`src/design/owm_pkg.sv`:
```
// Shared types, codes and timing constants of the single-wire bus master.
`timescale 1ns / 1ps

package owm_pkg;

   // Number of bus lines that accept commands
   localparam int OWM_PORTS = 4;

   // Width of the slot timer
   localparam int WAIT_WIDTH = 11;

   // Request kinds
   typedef enum logic [1:0] {
      KIND_TICK  = 2'd0,
      KIND_RESET = 2'd1,
      KIND_BIT   = 2'd2,
      KIND_BYTE  = 2'd3
   } owm_kind_type;

   // Slot sequencer phases, one-hot
   typedef enum logic [7:0] {
      PH_IDLE    = 8'b0000_0001,
      PH_SLOT_LO = 8'b0000_0010,
      PH_RD_WAIT = 8'b0000_0100,
      PH_RD_POST = 8'b0000_1000,
      PH_WR_REC  = 8'b0001_0000,
      PH_RST_LO  = 8'b0010_0000,
      PH_RST_REL = 8'b0100_0000,
      PH_RST_END = 8'b1000_0000
   } owm_phase_type;

   // Names of the timing intervals
   typedef enum logic [2:0] {
      T_A = 3'd0,
      T_C = 3'd1,
      T_D = 3'd2,
      T_E = 3'd3,
      T_F = 3'd4,
      T_H = 3'd5,
      T_I = 3'd6,
      T_J = 3'd7
   } owm_timing_type;

   // Interval lengths in quarter-microsecond ticks: standard row, then overdrive row
   localparam logic [WAIT_WIDTH-1:0] OWM_TICKS [2][8] = '{
      '{11'd24, 11'd240, 11'd40, 11'd36, 11'd220, 11'd1920, 11'd280, 11'd1640},
      '{11'd6,  11'd30,  11'd10, 11'd3,  11'd28,  11'd10,   11'd34,  11'd160}
   };

   // One result, highest field first
   typedef struct packed {
      logic       echo_match;
      logic [7:0] read_data;
      logic       presence;
      logic       done_res;
      logic       busy_res;
      logic [1:0] active_port;
      logic       drive_low;
   } owm_result_type;

   localparam int RESULT_WIDTH = $bits(owm_result_type);

endpackage

```
`src/design/owm_seq.sv`:
```
// Slot sequencer: phase, slot timer and shift registers, updated once per request.
`timescale 1ns / 1ps

module owm_seq
   import owm_pkg::*;
(
   input  logic           clock,
   input  logic           reset,
   input  logic           accept,
   input  owm_kind_type   kind,
   input  logic [1:0]     port,
   input  logic [7:0]     send_data,
   input  logic           line_level,
   input  logic           overdrive,
   output owm_result_type result
);

   owm_phase_type         phase_ff, phase_in;
   logic [WAIT_WIDTH-1:0] wait_count_ff, wait_count_in;
   logic [3:0]            bits_left_ff, bits_left_in;
   logic [7:0]            send_shift_ff, send_shift_in;
   logic [7:0]            recv_shift_ff, recv_shift_in;
   logic [1:0]            current_port_ff, current_port_in;
   logic                  presence_ff, presence_in;
   logic                  byte_op_ff, byte_op_in;

   logic                  done;
   logic                  busy;
   logic                  rbit;
   logic                  port_ok;
   logic [7:0]            rec_send;
   logic [7:0]            rec_recv;
   logic [3:0]            rec_bits;
   logic [7:0]            new_send;

   // Hold the sequencer state
   always_ff @(posedge clock) begin
      if (reset) begin
         phase_ff        <= PH_IDLE;
         wait_count_ff   <= '0;
         bits_left_ff    <= '0;
         send_shift_ff   <= '0;
         recv_shift_ff   <= '0;
         current_port_ff <= '0;
         presence_ff     <= 1'b0;
         byte_op_ff      <= 1'b0;
      end else begin
         phase_ff        <= phase_in;
         wait_count_ff   <= wait_count_in;
         bits_left_ff    <= bits_left_in;
         send_shift_ff   <= send_shift_in;
         recv_shift_ff   <= recv_shift_in;
         current_port_ff <= current_port_in;
         presence_ff     <= presence_in;
         byte_op_ff      <= byte_op_in;
      end
   end

   // Bit capture at the end of a slot: shift for a byte, replace for a single bit
   always_comb begin
      rbit     = (phase_ff == PH_RD_WAIT) ? line_level : 1'b0;
      rec_send = byte_op_ff ? {send_shift_ff[0], send_shift_ff[7:1]} : send_shift_ff;
      rec_recv = byte_op_ff ? {rbit, recv_shift_ff[7:1]} : {7'b0, rbit};
      rec_bits = (bits_left_ff != 4'd0) ? bits_left_ff - 4'd1 : bits_left_ff;
      port_ok  = ({30'b0, port} < 32'(OWM_PORTS));
      new_send = (kind == KIND_BYTE) ? send_data : {7'b0, send_data[0]};
   end

   // Advance the sequencer for one accepted request
   always_comb begin
      phase_in        = phase_ff;
      wait_count_in   = wait_count_ff;
      bits_left_in    = bits_left_ff;
      send_shift_in   = send_shift_ff;
      recv_shift_in   = recv_shift_ff;
      current_port_in = current_port_ff;
      presence_in     = presence_ff;
      byte_op_in      = byte_op_ff;
      done            = 1'b0;

      if (accept) begin
         if (phase_ff == PH_IDLE) begin
            // Start a command on a valid line; drop ticks and bad lines
            if (kind != KIND_TICK && port_ok) begin
               current_port_in = port;
               if (kind == KIND_RESET) begin
                  phase_in      = PH_RST_LO;
                  wait_count_in = OWM_TICKS[overdrive][T_H];
               end else begin
                  recv_shift_in = '0;
                  byte_op_in    = (kind == KIND_BYTE);
                  bits_left_in  = (kind == KIND_BYTE) ? 4'd8 : 4'd1;
                  send_shift_in = new_send;
                  phase_in      = PH_SLOT_LO;
                  wait_count_in = new_send[0] ? OWM_TICKS[overdrive][T_A]
                                              : OWM_TICKS[overdrive][T_C];
               end
            end
         end else if (kind == KIND_TICK) begin
            if (wait_count_ff > WAIT_WIDTH'(1)) begin
               wait_count_in = wait_count_ff - WAIT_WIDTH'(1);
            end else begin
               unique case (phase_ff) inside
                  PH_SLOT_LO: begin
                     if (send_shift_ff[0]) begin
                        phase_in      = PH_RD_WAIT;
                        wait_count_in = OWM_TICKS[overdrive][T_E];
                     end else begin
                        send_shift_in = rec_send;
                        recv_shift_in = rec_recv;
                        bits_left_in  = rec_bits;
                        phase_in      = PH_WR_REC;
                        wait_count_in = OWM_TICKS[overdrive][T_D];
                     end
                  end
                  PH_RD_WAIT: begin
                     send_shift_in = rec_send;
                     recv_shift_in = rec_recv;
                     bits_left_in  = rec_bits;
                     phase_in      = PH_RD_POST;
                     wait_count_in = OWM_TICKS[overdrive][T_F];
                  end
                  PH_RD_POST, PH_WR_REC: begin
                     // Next slot of a byte, or finish
                     if (bits_left_ff != 4'd0) begin
                        phase_in      = PH_SLOT_LO;
                        wait_count_in = send_shift_ff[0] ? OWM_TICKS[overdrive][T_A]
                                                         : OWM_TICKS[overdrive][T_C];
                     end else begin
                        phase_in = PH_IDLE;
                        done     = 1'b1;
                     end
                  end
                  PH_RST_LO: begin
                     phase_in      = PH_RST_REL;
                     wait_count_in = OWM_TICKS[overdrive][T_I];
                  end
                  PH_RST_REL: begin
                     // A low line at the sample point is a presence pulse
                     presence_in   = ~line_level;
                     phase_in      = PH_RST_END;
                     wait_count_in = OWM_TICKS[overdrive][T_J];
                  end
                  PH_RST_END: begin
                     phase_in = PH_IDLE;
                     done     = 1'b1;
                  end
                  default: begin
                     phase_in = PH_IDLE;
                  end
               endcase
            end
         end
      end
   end

   // Build the result from the updated state
   always_comb begin
      busy               = (phase_in != PH_IDLE);
      result.drive_low   = (phase_in == PH_SLOT_LO) || (phase_in == PH_RST_LO);
      result.active_port = current_port_in;
      result.busy_res    = busy;
      result.done_res    = done;
      result.presence    = presence_in;
      result.read_data   = busy ? 8'd0 : recv_shift_in;
      result.echo_match  = !busy && (recv_shift_in == send_shift_in);
   end

endmodule

```
`src/design/owm_out_buf.sv`:
```
// Two-entry result buffer between the sequencer and the result channel.
`timescale 1ns / 1ps

module owm_out_buf
   import owm_pkg::*;
(
   input  logic           clock,
   input  logic           reset,
   input  logic           push,
   input  owm_result_type push_data,
   output logic           can_push,
   output logic           rsp_valid,
   input  logic           rsp_ready,
   output owm_result_type rsp_data
);

   owm_result_type entry_ff [2];
   logic [1:0]     count_ff, count_in;
   logic           wr_ptr_ff;
   logic           rd_ptr_ff;
   logic           pop;

   assign pop       = rsp_valid && rsp_ready;
   assign can_push  = (count_ff != 2'd2);
   assign rsp_valid = (count_ff != 2'd0);
   assign rsp_data  = entry_ff[rd_ptr_ff];

   // Track the fill level
   always_comb begin
      case ({push, pop})
         2'b10:   count_in = count_ff + 2'd1;
         2'b01:   count_in = count_ff - 2'd1;
         default: count_in = count_ff;
      endcase
   end

   // Advance the pointers
   always_ff @(posedge clock) begin
      if (reset) begin
         count_ff  <= '0;
         wr_ptr_ff <= 1'b0;
         rd_ptr_ff <= 1'b0;
      end else begin
         count_ff <= count_in;
         if (push) begin
            wr_ptr_ff <= ~wr_ptr_ff;
         end
         if (pop) begin
            rd_ptr_ff <= ~rd_ptr_ff;
         end
      end
   end

   // Store a new result
   always_ff @(posedge clock) begin
      if (push) begin
         entry_ff[wr_ptr_ff] <= push_data;
      end
   end

endmodule

```
`src/design/one_wire_bus_master.sv`:
```
// Top level of the single-wire bus master: speed register, sequencer and result buffer.
`timescale 1ns / 1ps

// Single-wire bus master advanced by quarter-microsecond tick requests. Every
// request (tick or command) yields exactly one result carrying the line drive,
// the active line, busy/done flags, presence and the last touch result. A request
// is taken every cycle while a buffer entry is free: the slot sequencer updates its
// phase, timer and shift registers in the cycle of acceptance, and the result enters
// a two-entry buffer, so the block keeps one request per cycle while the result side
// takes results as fast; it stops taking requests only when both buffer entries wait.
// Results appear in the cycle after their request at the earliest. Commands
// arriving while a sequence runs are dropped. The speed register applies to each
// phase as it begins.
module one_wire_bus_master
   import owm_pkg::*;
(
   input  logic        clock,
   input  logic        reset,
   // Speed register
   input  logic        csr_we,
   input  logic        csr_wdata,     // overdrive_mode
   // Request channel
   input  logic        req_tvalid,
   output logic        req_tready,
   input  logic [15:0] req_tdata,     // port[1:0], send_data[9:2], line_level[10], zero
   input  logic [1:0]  req_tuser,     // kind[1:0]
   // Result channel
   output logic        rsp_tvalid,
   input  logic        rsp_tready,
   output logic [15:0] rsp_tdata      // drive_low[0], active_port[2:1], busy_res[3],
                                      // done_res[4], presence[5], read_data[13:6],
                                      // echo_match[14], zero
);

   logic           overdrive_ff;
   logic           accept;
   owm_result_type seq_result;
   owm_result_type buf_result;

   assign accept = req_tvalid && req_tready;

   // Hold the speed selection
   always_ff @(posedge clock) begin
      if (reset) begin
         overdrive_ff <= 1'b0;
      end else if (csr_we) begin
         overdrive_ff <= csr_wdata;
      end
   end

   owm_seq u_seq (
      .clock      (clock),
      .reset      (reset),
      .accept     (accept),
      .kind       (owm_kind_type'(req_tuser)),
      .port       (req_tdata[1:0]),
      .send_data  (req_tdata[9:2]),
      .line_level (req_tdata[10]),
      .overdrive  (overdrive_ff),
      .result     (seq_result)
   );

   owm_out_buf u_out_buf (
      .clock     (clock),
      .reset     (reset),
      .push      (accept),
      .push_data (seq_result),
      .can_push  (req_tready),
      .rsp_valid (rsp_tvalid),
      .rsp_ready (rsp_tready),
      .rsp_data  (buf_result)
   );

   assign rsp_tdata = {{(16 - RESULT_WIDTH){1'b0}}, buf_result};

endmodule

```
`config.mk`:
```
export PLATFORM = sky130hd
export DESIGN_NAME = one_wire_bus_master
export DESIGN_NICKNAME = d
export VERILOG_FILES = /design/src/design/owm_pkg.sv /design/src/design/owm_seq.sv /design/src/design/owm_out_buf.sv /design/src/design/one_wire_bus_master.sv
export SDC_FILE = /design/constraint.sdc
export NUM_CORES = 1
export LEC_CHECK = 0
export ABC_AREA = 1
export BUFFER_PORTS_ARGS = -buffer_cell sky130_fd_sc_hd__buf_2
export CAP_MARGIN = 20
export CORE_ASPECT_RATIO = 0.7
export CORE_UTILIZATION = 55
export DETAILED_ROUTE_END_ITERATION = 6
export PLACE_DENSITY = 0.74
export SETUP_SLACK_MARGIN = 0.15
export SLEW_MARGIN = 20
export SYNTH_ARGS = -nofsm -noshare
export SYNTH_HDL_FRONTEND = slang
export SYNTH_HIERARCHICAL = 1
export SYNTH_SLANG_ARGS = --single-unit
export TNS_END_PERCENT = 5
```
`constraint.sdc`:
```
create_clock -name clock -period 2.55 [get_ports clock]
set_clock_uncertainty 0.05 [all_clocks]
set_input_delay 0.3825 -clock clock [delete_from_list [all_inputs] [get_ports clock]]
set_output_delay 0.3825 -clock clock [all_outputs]
set_load 0.05 [all_outputs]
```
==> flow_metrics.tcl, run 1 <==
set metrics [dict create \
    outcome "complete, no violations" \
    finalWorstSetupSlack_ns 0.2074 \
    dp.cells 868 \
    final_cells 895 \
    finalCriticalPeriod_ns 2.343 \
    clock-root-buffer "clkbuf_16" \
    use_met1_pct 43.20 \
    fmax_mhz 426.9 \
    hp-class "in -> reg" \
    gp_congestion 0.9330 \
    dp_hpwl_um 9937 \
    rsz0062_at_grt "true" \
    grt_pass1_vias 4528 \
    setup_viol 0 \
    ctsHtreeMaxLevel 3 \
    fillers 760 \
    seq_power_share_pct 24.4 \
    die_y_um 82.48 \
    initial_utilization_pct 58.33 \
    gr-max-usage-layer "met2" \
    cts.sinks 79 \
    cts.clk_slew.worst_paths_ns 0.06 \
    cp-start-kind "flip-flop" \
    via_per_inst 5.674 \
    endpoint_kind "flip-flop" \
    r2r_cells 15 \
    dpl-instance-area_mm2 0.005401 \
    diodes 0 \
    final_core_util_pct 67.81 \
    postRouteAntennaNets 0 \
    drc 0 \
    arrival_ns 2.49 \
    path_class "reg -> reg" \
    cp.required_ns 2.69 \
    slew_violations 0 \
    peakVddDrop_mv 0.7711 \
    cts_hold_buf 0 \
    cp_max_fo 11 \
    swShare_pct 48.37 \
    mostFrequentLayoutCells "nand2_1 (167), nor2_1 (96), inv_1 (80)" \
    avgSynthCellArea_um2 7.068 \
    port_buffers 35 \
    num_rows 28 \
    powerDensity_mw_per_mm2 1363 \
    num_vias 5078 \
    final_area_mm2 0.005916 \
    period_share_pct 91.87 \
    internal-power_mw 4.164 \
    dr.pass1.iters 7 \
    cts_tree "done" \
    final_common_cell "nand2_1" \
    ys_ff_latch 79 \
    p_sw_mw 3.901 \
    total_power_mw 8.065 \
    syn_to_final_growth_pct 16.25 \
    num-nets-final 807 \
    grt_max_degree 33 \
    hold-worst-slack_ns 0.2414 \
    post-place-ws_ns -0.009179 \
    finalHoldViolations 0 \
    met3_usage_pct 5.474 \
    wl_per_cell_um 15.82 \
    drt_iter0_markers 615 \
    yosysSeqAreaShare_pct 36.98 \
    cts_made_buffers 9 \
    grt_pass1_wl_um 21980 \
    ioPinCount 42 \
    worst_pin_slew_ns 0.6681 \
    netlist_area_mm2 0.005089 \
    cts.path.max_buffers 2 \
    core_area_mm2 0.008723 \
    clk-insertion-delay-late_ns 0.34 \
    syn_nets 757 \
    grt_overflow_total 0 \
    antenna_found_initial 0 \
    holdPathStages 3 \
    synth_warnings 6 \
    drv_cap 0 \
    finalWirelength_um 14160 \
    slew_headroom_pct 55.41 \
    layout-drive-gt1-share_pct 19.74 \
    setup_tns_ns 0 \
    die_area_mm2 0.009647 \
    track_usage_pct 30.24 \
    grtUsageMet2_pct 47.46 \
    clockPowerShare_pct 17.7 \
    ys_types 47 \
    power.leakage_nw 2.687 \
    fp.dieW_um 117.0 \
    syn_inst 720 \
    p_comb_share_pct 57.9 \
]
[registers in the layout, indices dropped and copies added (netlist names), named ones only]
register               count
u_out_buf/entry_ff        30
u_seq/recv_shift_ff        8
u_seq/presence_ff          1
u_seq/byte_op_ff           1
u_seq/bits_left_ff         4
u_seq/current_port_ff      2
u_seq/send_shift_ff        8
u_seq/phase_ff             8
overdrive_ff               1
u_out_buf/count_ff         2
u_out_buf/wr_ptr_ff        1
u_seq/wait_count_ff       11
u_out_buf/rd_ptr_ff        1
[critical path: stages (launching register included)]
cell and delay (ns):
dfxtp_1 0.38, nor2_4 0.16, nand2_2 0.08, nor2_2 0.11, nand2_2 0.13, nand2_8 0.15
nand2_8 0.11, nor2_4 0.18, nand2_1 0.09, nand3_1 0.10, nand3_2 0.13, nand2_1 0.10
inv_1 0.05, nor2_1 0.17, nand3_2 0.10, nor2_2 0.10
[layer usage]
| metal | part of all wire [%] | vias up | wire, µm |
|---|---|---|---|
| met1 | 46 | 2337 | 6540 |
| met5 | 0 | - | 0 |
| met3 | 9.3 | 22 | 1324 |
| li1 | - | 2440 | - |
| met2 | 43 | 279 | 6133 |
| met4 | 1.2 | 0 | 164 |
[cells by family (layout without fill, tap and decap cells)]
logic type / count (synthesis) / count (layout) / share of synthesized area [%]
other: 1 / 1 / 0.07369
buffers and inverters: 120 / 174 / 10.03
AND/OR/NAND/NOR: 371 / 372 / 31.89
flip-flops: 79 / 79 / 36.98
multiplexers: 15 / 15 / 4.057
adder cells (fa/ha/maj): 13 / 13 / 3.197
XOR/XNOR: 6 / 6 / 1.033
AO/OA/AOI/OAI: 115 / 115 / 12.74
[synthesized netlist by cell type (all sizes together)]
master   instances  share of area, %
nand2          185                15
nor2           115               9.7
inv             93               6.9
o21ai           53               5.3
nand3           51               5.3
dfxtp           49                19
a21oi           38               4.0
edfxtp          30                18
buf             16               2.4
mux2            15               4.1
ha              13               3.2
clkbuf          10              0.74
nor3             8              0.79
a31oi            7              0.86
nand4            7              0.86
a211oi           3              0.44
o211ai           3              0.44
xnor2            3              0.52
xor2             3              0.52
a41oi            2              0.34
nor4             2              0.25
o22ai            2              0.25
o311ai           2              0.34
a221oi           1              0.17
a311oi           1              0.17
and2             1              0.12
and3             1              0.12
clkinv           1             0.074
conb             1             0.074
nor3b            1              0.15
o2111ai          1              0.17
o21bai           1              0.15
o31ai            1              0.15
[repair_timing]
action                                  CTS  global route
endpoints found under the setup margin   20            35
resized for setup                         6            22
gates cloned                              0             1
pin swaps                                 1            11
setup buffers                             0            10
[final cells by class]
class | count | area, µm² | area share (%)
inverters | 94 | 357.8 | 6.049
clock buffers | 12 | 256.5 | 4.336
clock inverters | 4 | 77.57 | 1.311
multi-input cells | 522 | 2784 | 47.06
repair buffers | 64 | 407.9 | 6.895
flip-flops and latches | 79 | 1882 | 31.81
well taps | 120 | 150.1 | 2.538
[power groups by stage]
stage / combinational (mW) / sequential, mW / clock [mW]
global placement: 4.10 / 1.96 / 0
finish: 4.67 / 1.97 / 1.43
global route: 5.13 / 2.01 / 1.49
detailed placement: 4.20 / 1.99 / 0
floorplan: 3.31 / 1.91 / 0
CTS: 4.29 / 1.96 / 1.44
[final timing paths]
path | from | endpoint | slack, ns
max | u_seq/wait_count_ff[4] | u_out_buf/entry_ff[0][14] | 0.21
min | csr_we | overdrive_ff | 0.24
max reg2reg | u_seq/wait_count_ff[4] | u_out_buf/entry_ff[0][14] | 0.21
min reg2reg | u_seq/current_port_ff[0] | u_seq/current_port_ff[0] | 0.42
No activity file was read; power rests on OpenSTA's default activity.
==> run 2: changes to the inputs <==
--- a/config.mk
+++ b/config.mk
@@ -16,6 +16,5 @@
 export SLEW_MARGIN = 20
 export SYNTH_ARGS = -nofsm -noshare
 export SYNTH_HDL_FRONTEND = slang
-export SYNTH_HIERARCHICAL = 1
 export SYNTH_SLANG_ARGS = --single-unit
 export TNS_END_PERCENT = 5
==> flow_metrics.tcl, run 2 <==
set metrics [dict create \
    slew_violations 0 \
    dp.cells 836 \
    drc 2 \
    core_area_mm2 0.008548 \
    clock-root-buffer "clkbuf_16" \
    synthTopCellsByCount "nand2_1 (184), nor2_1 (88), inv_1 (69)" \
    avgSynthCellArea_um2 7.147 \
    num-nets-final 777 \
    finalHoldViolations 0 \
    ctsHtreeMaxLevel 3 \
    initial_utilization_pct 57.27 \
    regMostFlops "u_out_buf.entry_ff" \
    fp.dieW_um 114.8 \
    hp-start "csr_wdata" \
    synth_edf_count 30 \
    cts_tree "done" \
    finalWirelength_um 13450 \
    postRouteAntennaNets 0 \
    mostFrequentLayoutCells "nand2_1 (179), nor2_1 (74), inv_1 (65)" \
    power.leakage_nw 2.613 \
    synth_warnings 0 \
    rrSetupSlack_ns 0.21 \
    grt_pass1_vias 4177 \
    final_cells 867 \
    wl_per_cell_um 15.51 \
    cp_max_fo 8 \
    via_per_inst 5.757 \
    synthTopCellsByArea "dfxtp_1 (20%), edfxtp_1 (18%), nand2_1 (14%)" \
    layout-drive-gt1-share_pct 23.69 \
    diodes 0 \
    cp-start-kind "flip-flop" \
    synth_ff_type "dfxtp_1" \
    fmax_mhz 428.1 \
    clk-insertion-delay-late_ns 0.35 \
    outcome "finished with violations" \
    largest_reg_flops 30 \
    netlist_area_mm2 0.004896 \
    track_usage_pct 28.57 \
    gp_congestion 0.9164 \
    port_buffers 35 \
    cts.clk_slew.worst_paths_ns 0.06 \
    top_regs "u_out_buf.entry_ff x30, u_seq.wait_count_ff x11" \
    async_reset_ff_share_pct 0 \
    drt_iter0_markers 664 \
    hp-class "in -> reg" \
    synth_top_cell_area_share_pct 20.04 \
    final_area_mm2 0.005879 \
    reg2reg_from "u_seq.wait_count_ff[1]" \
    fillers 701 \
    ys_types 46 \
    finalCriticalPeriod_ns 2.336 \
    crit_start "u_seq.wait_count_ff[1]" \
    grt_pass1_wl_um 20090 \
    synth.most_common_cell "nand2_1" \
    antenna_found_initial 0 \
    yosysTopAreaCell "dfxtp_1" \
    slew_headroom_pct 51.83 \
    cts_hold_buf 0 \
    r2r_end "u_out_buf.entry_ff[1][14]" \
    final_common_cell "nand2_1" \
    ioPinCount 42 \
    period_share_pct 91.59 \
    rsz0062_at_grt "true" \
    worst_pin_slew_ns 0.7216 \
    r2r_cells 18 \
    cts.path.max_buffers 2 \
    violations "DRC" \
    endpoint_kind "flip-flop" \
    die_y_um 80.94 \
    syn_inst 685 \
    arrival_ns 2.49 \
    syn_to_final_growth_pct 20.09 \
    yosysSeqAreaShare_pct 38.44 \
    grt_max_degree 33 \
    grt_overflow_total 0 \
    drv_cap 0 \
    cts_made_buffers 9 \
    final_core_util_pct 68.78 \
    path_class "reg -> reg" \
    ys_ff_latch 79 \
    cts.sinks 79 \
    syn_nets 720 \
    dr.pass1.iters 7 \
    powerDensity_mw_per_mm2 1222 \
    num_rows 28 \
    holdPathStages 3 \
    dpl-instance-area_mm2 0.005244 \
    peakVddDrop_mv 0.6402 \
    holdPathEnd "overdrive_ff" \
    setup_tns_ns 0 \
    cp.required_ns 2.70 \
    num_vias 4991 \
    hold-worst-slack_ns 0.2281 \
    setup_viol 0 \
    die_area_mm2 0.009289 \
    dp_hpwl_um 9049 \
]
[run 2: cell types whose count changed after synthesis, sizes merged, moves of 4 or more]
cell / change
o21ai: -10
a21oi: +4
inv: -16
buf: -5
a221oi: +5
nor2: -13
nand2: +9
nand3: -5
[run 2: cells by family after synthesis]
logic type	after synthesis	share of synthesized area [%]
AOI/OAI and AO/OA	109	12.60
and+or+nand+nor	365	33.20
adders and majority gates	11	2.811
muxes	15	3.450
xor gates and xnor gates	6	1.073
DFF	79	38.44
other	1	0.07659
buffers and inverters	99	8.357
[run 2: final cells by class]
type / instances / area, µm² / area share (%)
multi-input combinational: 509 / 2790 / 47.46
sequential: 79 / 1891 / 32.16
timing repair buffer: 66 / 465.4 / 7.917
inverter: 77 / 296.5 / 5.044
clock buffer: 9 / 225.2 / 3.831
tap: 120 / 150.1 / 2.554
clock inverter: 7 / 61.31 / 1.043
[run 2: worst max path at each step]
| stage | end |
|---|---|
| 2_1_floorplan | u_out_buf.entry_ff[0][0] |
| 3_3_place_gp | u_out_buf.entry_ff[1][14] |
| 3_5_place_dp | u_out_buf.entry_ff[0][14] |
| 4_1_cts | u_out_buf.entry_ff[1][14] |
| 5_1_grt | u_out_buf.entry_ff[1][14] |
| 6_report | u_out_buf.entry_ff[1][14] |
[run 2: timing repair]
action                     CTS  global route
setup endpoints to repair    2            33
resized for setup            2            56
setup buffers                2            10
pin swaps                    1            18
gates cloned                 0             3
[run 2: stage by stage]
step	total power, mW	setup slack (ns)
after global routing	7.600	0.09104
after floorplan	4.434	0.08591
after CTS	6.546	0.1526
after detailed placement	5.225	0.1676
after global placement	5.137	0.2158
final	7.183	0.2143
[run 2: power breakdown]
part / switching, mW / internal, mW
combinational: 2.62 / 1.44
sequential: 0.256 / 1.61
clock: 0.580 / 0.678
[run 2: critical path, stage by stage (launching register included)]
cell and delay, ns:
dfxtp_2 0.33, inv_2 0.05, ha_1 0.17, nand2_1 0.09
nor2_2 0.04, nand2_2 0.13, nand2_8 0.11, buf_6 0.15
nand3_1 0.08, nand3_1 0.08, nand2_1 0.11, nand2_1 0.10
inv_2 0.09, nand2_2 0.06, nor2_4 0.17, nand2_4 0.11
nor2_2 0.09, nand2_1 0.06, nor2_2 0.12
[run 2: layer usage]
layer	share of wire (%)	vias up	track usage, %
met5	0	-	0
met1	45	2302	40.67
met3	9.8	44	6.493
met4	2.0	0	7.532
met2	43	277	43.70
li1	-	2368	-
